$ cat config.mk
export PLATFORM = sky130hd
export DESIGN_NAME = lpse_front
export DESIGN_NICKNAME = d
export VERILOG_FILES = /design/src/rtl/core/lpse_pkg.sv /design/src/rtl/core/lpse_front.sv
export SDC_FILE = /design/constraint.sdc
export NUM_CORES = 1
export LEC_CHECK = 0
export BUFFER_PORTS_ARGS = -buffer_cell sky130_fd_sc_hd__buf_2
export CAP_MARGIN = 20
export CORE_MARGIN = 1
export CORE_UTILIZATION = 51
export DETAILED_ROUTE_END_ITERATION = 12
export PLACE_DENSITY = 0.78
export SYNTH_ARGS = -nofsm -noshare
export SYNTH_HDL_FRONTEND = slang
export SYNTH_SLANG_ARGS = --single-unit
$ cat constraint.sdc
create_clock -name clk -period 4.65 [get_ports clk]
set_clock_uncertainty 0.15 [all_clocks]
set_input_delay 0 -clock clk [delete_from_list [all_inputs] [get_ports clk]]
set_output_delay 0 -clock clk [all_outputs]
set_load 0.01 [all_outputs]
$ cat src/rtl/core/lpse_pkg.sv
`timescale 1ns / 1ps
package lpse_pkg;

  // widths of the item fields
  localparam int unsigned SYM_W   = 8;
  localparam int unsigned LEN_W   = 7;
  localparam int unsigned EXT_W   = 16;

  typedef enum logic [1:0] {
    OP_PARSE     = 2'd0,
    OP_WR_ACTION = 2'd1,
    OP_WR_PROD   = 2'd2,
    OP_CLEAR     = 2'd3
  } op_t;

  typedef enum logic [1:0] {
    KIND_EMPTY  = 2'd0,
    KIND_SHIFT  = 2'd1,
    KIND_REDUCE = 2'd2,
    KIND_AMBIG  = 2'd3
  } kind_t;

  typedef enum logic [2:0] {
    ST_SHIFT    = 3'd0,
    ST_REDUCE   = 3'd1,
    ST_ERROR    = 3'd2,
    ST_AMBIG    = 3'd3,
    ST_WRITTEN  = 3'd4,
    ST_CLEARED  = 3'd5,
    ST_OVERFLOW = 3'd6
  } status_t;

  typedef enum logic [2:0] {
    BS_IDLE,
    BS_TOP,
    BS_ACT,
    BS_FB,
    BS_PROD,
    BS_GTOP,
    BS_GACT
  } back_state_t;

  typedef struct packed {
    op_t              op;
    logic [SYM_W-1:0] token;
    logic [SYM_W-1:0] state_sel;
    kind_t            action_kind;
    logic [SYM_W-1:0] action_value;
    logic [SYM_W-1:0] production_index;
    logic [LEN_W-1:0] body_length;
    logic [SYM_W-1:0] head_symbol;
  } in_item_t;

  typedef struct packed {
    status_t          status;
    logic [SYM_W-1:0] production_number;
    logic [SYM_W-1:0] accepted_symbol;
    logic [LEN_W-1:0] stack_depth;
  } out_item_t;

  typedef struct packed {
    kind_t            kind;
    logic [SYM_W-1:0] value;
  } act_entry_t;

  typedef struct packed {
    logic [LEN_W-1:0] body_length;
    logic [SYM_W-1:0] head_symbol;
  } prod_entry_t;

  // handshake between front queue and back sequencer
  typedef struct packed {
    logic     valid;
    in_item_t item;
  } queue_head_t;

endpackage

$ cat src/rtl/core/lpse_front.sv
`timescale 1ns / 1ps
module lpse_front
  import lpse_pkg::*;
(
  input  logic        clk,
  input  logic        rst_n,
  input  logic        in_valid,
  output logic        in_ready,
  input  in_item_t    in_data,
  input  logic        hold,
  input  logic        pop,
  output queue_head_t head
);

  in_item_t    fifo_r [2];
  logic        wr_ptr_r, wr_ptr_nxt;
  logic        rd_ptr_r, rd_ptr_nxt;
  logic [1:0]  count_r, count_nxt;
  logic        push;
  logic        do_pop;

  // accept while there is room and the table clear is done
  assign in_ready = (count_r != 2'd2) && !hold;
  assign push     = in_valid && in_ready;
  assign do_pop   = pop && (count_r != 2'd0);

  assign head.valid = (count_r != 2'd0);
  assign head.item  = fifo_r[rd_ptr_r];

  // pointer and fill bookkeeping
  always_comb begin
    wr_ptr_nxt = push ? ~wr_ptr_r : wr_ptr_r;
    rd_ptr_nxt = do_pop ? ~rd_ptr_r : rd_ptr_r;
    count_nxt  = count_r;
    if (push && !do_pop) begin
      count_nxt = count_r + 2'd1;
    end else if (!push && do_pop) begin
      count_nxt = count_r - 2'd1;
    end
  end

  always_ff @(posedge clk) begin
    if (!rst_n) begin
      wr_ptr_r <= 1'b0;
      rd_ptr_r <= 1'b0;
      count_r  <= 2'd0;
    end else begin
      wr_ptr_r <= wr_ptr_nxt;
      rd_ptr_r <= rd_ptr_nxt;
      count_r  <= count_nxt;
    end
  end

  // queue storage
  always_ff @(posedge clk) begin
    if (push) begin
      fifo_r[wr_ptr_r] <= in_data;
    end
  end

`ifndef SYNTHESIS
  a_count_max: assert property (@(posedge clk) disable iff (!rst_n) count_r != 2'd3)
    else $error("queue count out of range");
  a_pop_nonempty: assert property (@(posedge clk) disable iff (!rst_n)
    pop |-> count_r != 2'd0)
    else $error("pop from empty queue");
  a_full_blocks: assert property (@(posedge clk) disable iff (!rst_n)
    count_r == 2'd2 |-> !in_ready)
    else $error("ready while queue full");
`endif

endmodule

Word level (Yosys, flattened, before mapping)
Memories as Yosys holds them, arrays and structs flattened. A register that Yosys moved wholly into a read port is not among the register bits.
Cells that the tools add are included.
- register bits: 4
- bits in writable memories: 102
- input port bits: 56
- word-level logic and storage cells: 25
- memories: 1
- memory list (name ; words ; bits a word ; rd ports ; clocked after Yosys merged registers in ; write ports ; line ; text):
    fifo_r ; 2 ; 51 ; 1 ; 1 ; 1 ; lpse_front.sv:15 ; in_item_t fifo_r [2];
- add/sub/neg operators: 2
- equal/unequal tests: 1
- mux-type cells: 6
- bitwise operators: 2
- reductions and logical operators: 10
- operator list (cell ; count):
    $logic_and A1 B1 Y1 ; 5
    $mux W1 ; 4
    $mux W2 ; 2
    $reduce_bool A2 Y1 ; 2
    $logic_not A1 Y1 ; 3
    $add A2 B1 Y2 const B ; 1
    $ne A2 B2 Y1 const B ; 1
    $not A1 Y1 ; 2
    $sub A2 B1 Y2 const B ; 1

Longest topological paths before layout
- word-level depth: 7
- mapped depth: 6
- depth with buffers taken out: 6

Worst setup path after synthesis
Ideal clock, no wire load.
- kind: reg-to-reg
- start point: register count_r[0]
- end point: memory fifo_r[0][0] in the netlist's numbering, enable pin
- library setup time: 0.466 ns
- data arrival time: 3.045 ns
- path slack: 0.990 ns
- stages on the path, launching flop included: 4
- path buffers: 0
- clock period less this slack: 3.660 ns
- path through: dfxtp_1 -> nor2b_1 -> nor3b_2 -> nor2b_1
- cells in the longest elaborated chain, start to end: 5
- RTL lines (element ; line ; text):
    start: declaration ; lpse_front.sv:18 ; logic [1:0] count_r, count_nxt;
    start signal: assignment ; lpse_front.sv:50 ; count_r <= count_nxt;
    $ne A2 B2 Y1 ; lpse_front.sv:23 ; assign in_ready = (count_r != 2'd2) && !hold;
    $logic_and A1 B1 Y1 ; lpse_front.sv:23 ;
    $logic_and A1 B1 Y1 ; lpse_front.sv:24 ; assign push = in_valid && in_ready;
    named net push ; lpse_front.sv:19 ; logic push;
    $mux W1 ; lpse_front.sv:56 ; if (push) begin
    $mux W1 (implied by the code) ; lpse_front.sv:57 ; fifo_r[wr_ptr_r] <= in_data;
    end: declaration ; lpse_front.sv:15 ;
The timed path passes the listed nets, and every way through them passes these cells.

Final worst setup path
- start point: register count_r[0]
- end point: memory fifo_r[0][48] in the netlist's numbering, enable pin
Same word-level chain as after synthesis.

==> impl_metrics.ini <==
[worst_hold_path]
hold_start = in_valid
hold_class = input pin to register

[global_routing]
antenna_found_initial = 0
gr-usage-all-layers = 0.183
grt_pass1_wl_mm = 10.2
grt_overflow_total = 0
grt_max_degree = 29
first_global_vias = 2264

[clock_tree]
cts_htree_levels = 3
cts_root_buffer = clkbuf_8
clk_latency_ns = 0.35
cts_buffers = 9
clk_pin_slew_ns = 0.09
cts_sinks = 107
ctsResizeCount = 0
clockBufferDepth = 2
cts_tree = done

[setup_path]
critPathBufInv = 1
crit_chain = nor2b_1, nor3b_2, nor2b_4, buf_4
critical_path.endpoint = fifo_r[0][48]
arrival_ns = 2.25
crit_family = simple AND/OR/NAND/NOR gates
critical-path-max-stage-delay_ns = 0.64
cp-startpoint = count_r[0]
required_ns = 4.52
r2r_start = count_r[0]
ff2ff_path_depth = 4
crit_path_top_delay_cell = nor2b_4
critPathLaunchType = register
crit_cells = 4
timing.rr.end = fifo_r[0][48]
cp-end-kind = register
crit_fanout = 28
critPathKind = register to register
reg2reg_slack_ns = 2.27

[power_and_ir_drop]
p_leak_nw = 1.98
power.total_mw = 2.29
ir_drop_v = 0.000240
power.density_nw_per_um2 = 432

[sta]
drv_slew = 0
hold_viol_final = 0
fmax_mhz = 421
min_period_over_period = 0.511
setup_viol = 0
grt_setup_unrepaired = false
slew_headroom = 0.553
setup_ws_ns = 2.27
finalSetupTns_ns = 0
period_needed_ns = 2.38
hold_slack_ns = 0.174
tightest_slew_ns = 0.669

[routing]
ant_nets = 0
dr.pass1.iters = 4
dr_wl_met2_mm = 3.79
viasPerCell = 4.85
remaining_drc_errors = 0
met1Wirelength_mm = 2.77
num_vias = 2224
dr.max_layer_used = met4
routed_wl_mm = 7.06
drt_first_iter_violations = 113
routedWlPerCell_um = 15.4
met3_length_um = 330

[finish]
layout.cells.non_filler = 459
fill_cells = 454
synthToLayoutAreaGrowth_pct = 35.6
multi_input_area_um2 = 726
post-route-cell-area_um2 = 5300
antenna_cells = 0
drive_gt1_frac = 0.489
nets = 412
utilization = 0.723
seqCellArea_um2 = 3160

[die]
num_rows = 31
io_pins = 109
initial_core_util = 0.533
die_h_um = 89.6
die-area_um2 = 8020
core_um2 = 7330
die_w_um = 89.6

[place]
dpl.hpwl_mm = 4.11
dp_cells = 388
gp_congestion = 0.653
place_area_um2 = 4580
dp_slack_ns = 2.18
portBuffers = 108

[synthesis]
synth_area_leader_cell = edfxtp_1
synth_top_cells_by_area = edfxtp_1 (78%), mux2_2 (13%), dfxtp_1 (2.6%), mux2_1 (1.4%), buf_2 (0.77%)
syn-instance-count = 184
synth-seq-cells = 107
synth_top_area_frac = 0.783
syn_area_per_cell_um2 = 21.3
ys_types = 20
yosysSeqAreaShare = 0.809
syn-cell-area_um2 = 3910
yosysWarnings = 0
synth_fp_nets = 241

[run_status]
status = complete, no violations

[run]
maxCapViolCount = 0
==> cell usage in the layout (no fill, tap or decap), drive strengths merged <==
master       count
a21boi           1
and2             4
buf            111
clkbuf           9
clkinv           3
clkinvlp         1
dfxtp            5
dlygate4sd3     55
edfxtp         102
ha               1
inv              3
mux2            51
mux2i            1
nand2            1
nand2b           1
nor2             1
nor2b            2
nor3b            1
o21ai            2
or2              1
or3              1
xnor2            2
xor2             1
==> how the worst min path moves through the flow <==
stage,endpoint,cells past startpoint
floorplan,in_ready,1
global placement,fifo_r[1][43],1
detailed placement,fifo_r[1][23],1
CTS,fifo_r[0][5],3
global route,fifo_r[0][5],3
finish,fifo_r[0][32],3
==> cells in the mapped netlist <==
master and count:
nand2_1 1, mux2i_1 1, buf_2 6, o21ai_1 1
xnor2_1 2, edfxtp_1 102, o21ai_0 1, xor2_1 1
nor2b_1 2, and2_1 4, nor3b_2 1, dfxtp_1 5
mux2_2 46, ha_1 1, a21boi_1 1, or2_2 1
nand2b_1 1, nor2_1 1, or3_1 1, mux2_1 5
==> per-layer routing <==
| metal | global-route usage | vias to the layer above |
|---|---|---|
| met5 | 0 | - |
| met4 | 0.0952 | 0 |
| met3 | 0.0462 | 17 |
| met2 | 0.331 | 80 |
| met1 | 0.197 | 1070 |
| li1 | - | 1057 |
==> final cells by class <==
class	count	area share
sequential	107	0.597
timing repair buffer	166	0.210
multi-input combinational	71	0.137
clock buffer	9	0.0234
tap	99	0.0234
clock inverter	7	0.00944
==> tightest hold or removal path, delay by kind of cell <==
family                 cells  cell delay [ns]
and+or+nand+nor            2             0.39
buffers and inverters      1             0.09
==> state kept, by name (all words and copies together) (netlist names), named ones only <==
register,count
wr_ptr_r,1
count_r,2
fifo_r,102
rd_ptr_r,1
==> where the power goes <==
part           internal, mW  switching (mW)  total [mW]
sequential             1.15          0.0553        1.21
combinational         0.313           0.271       0.585
clock                 0.198           0.304       0.501
total                  1.66           0.630        2.29
==> cells by family (layout without fill, tap and decap cells) <==
| kind of cell | after synthesis | after routing | synth area share |
|---|---|---|---|
| muxes | 52 | 52 | 0.149 |
| AOI/OAI and AO/OA | 3 | 3 | 0.00448 |
| and+or+nand+nor | 12 | 12 | 0.0195 |
| xor gates and xnor gates | 3 | 3 | 0.00672 |
| DFF | 107 | 107 | 0.809 |
| adders and majority gates | 1 | 1 | 0.00320 |
| buffers and inverters | 6 | 182 | 0.00768 |
==> timing repair <==
action | in CTS | in global routing
hold endpoints to repair | 107 | 0
hold buffers | 55 | 0
setup endpoints to repair | 0 | 0
buffers inserted | 0 | 0
(Power assumes the default switching activity.)
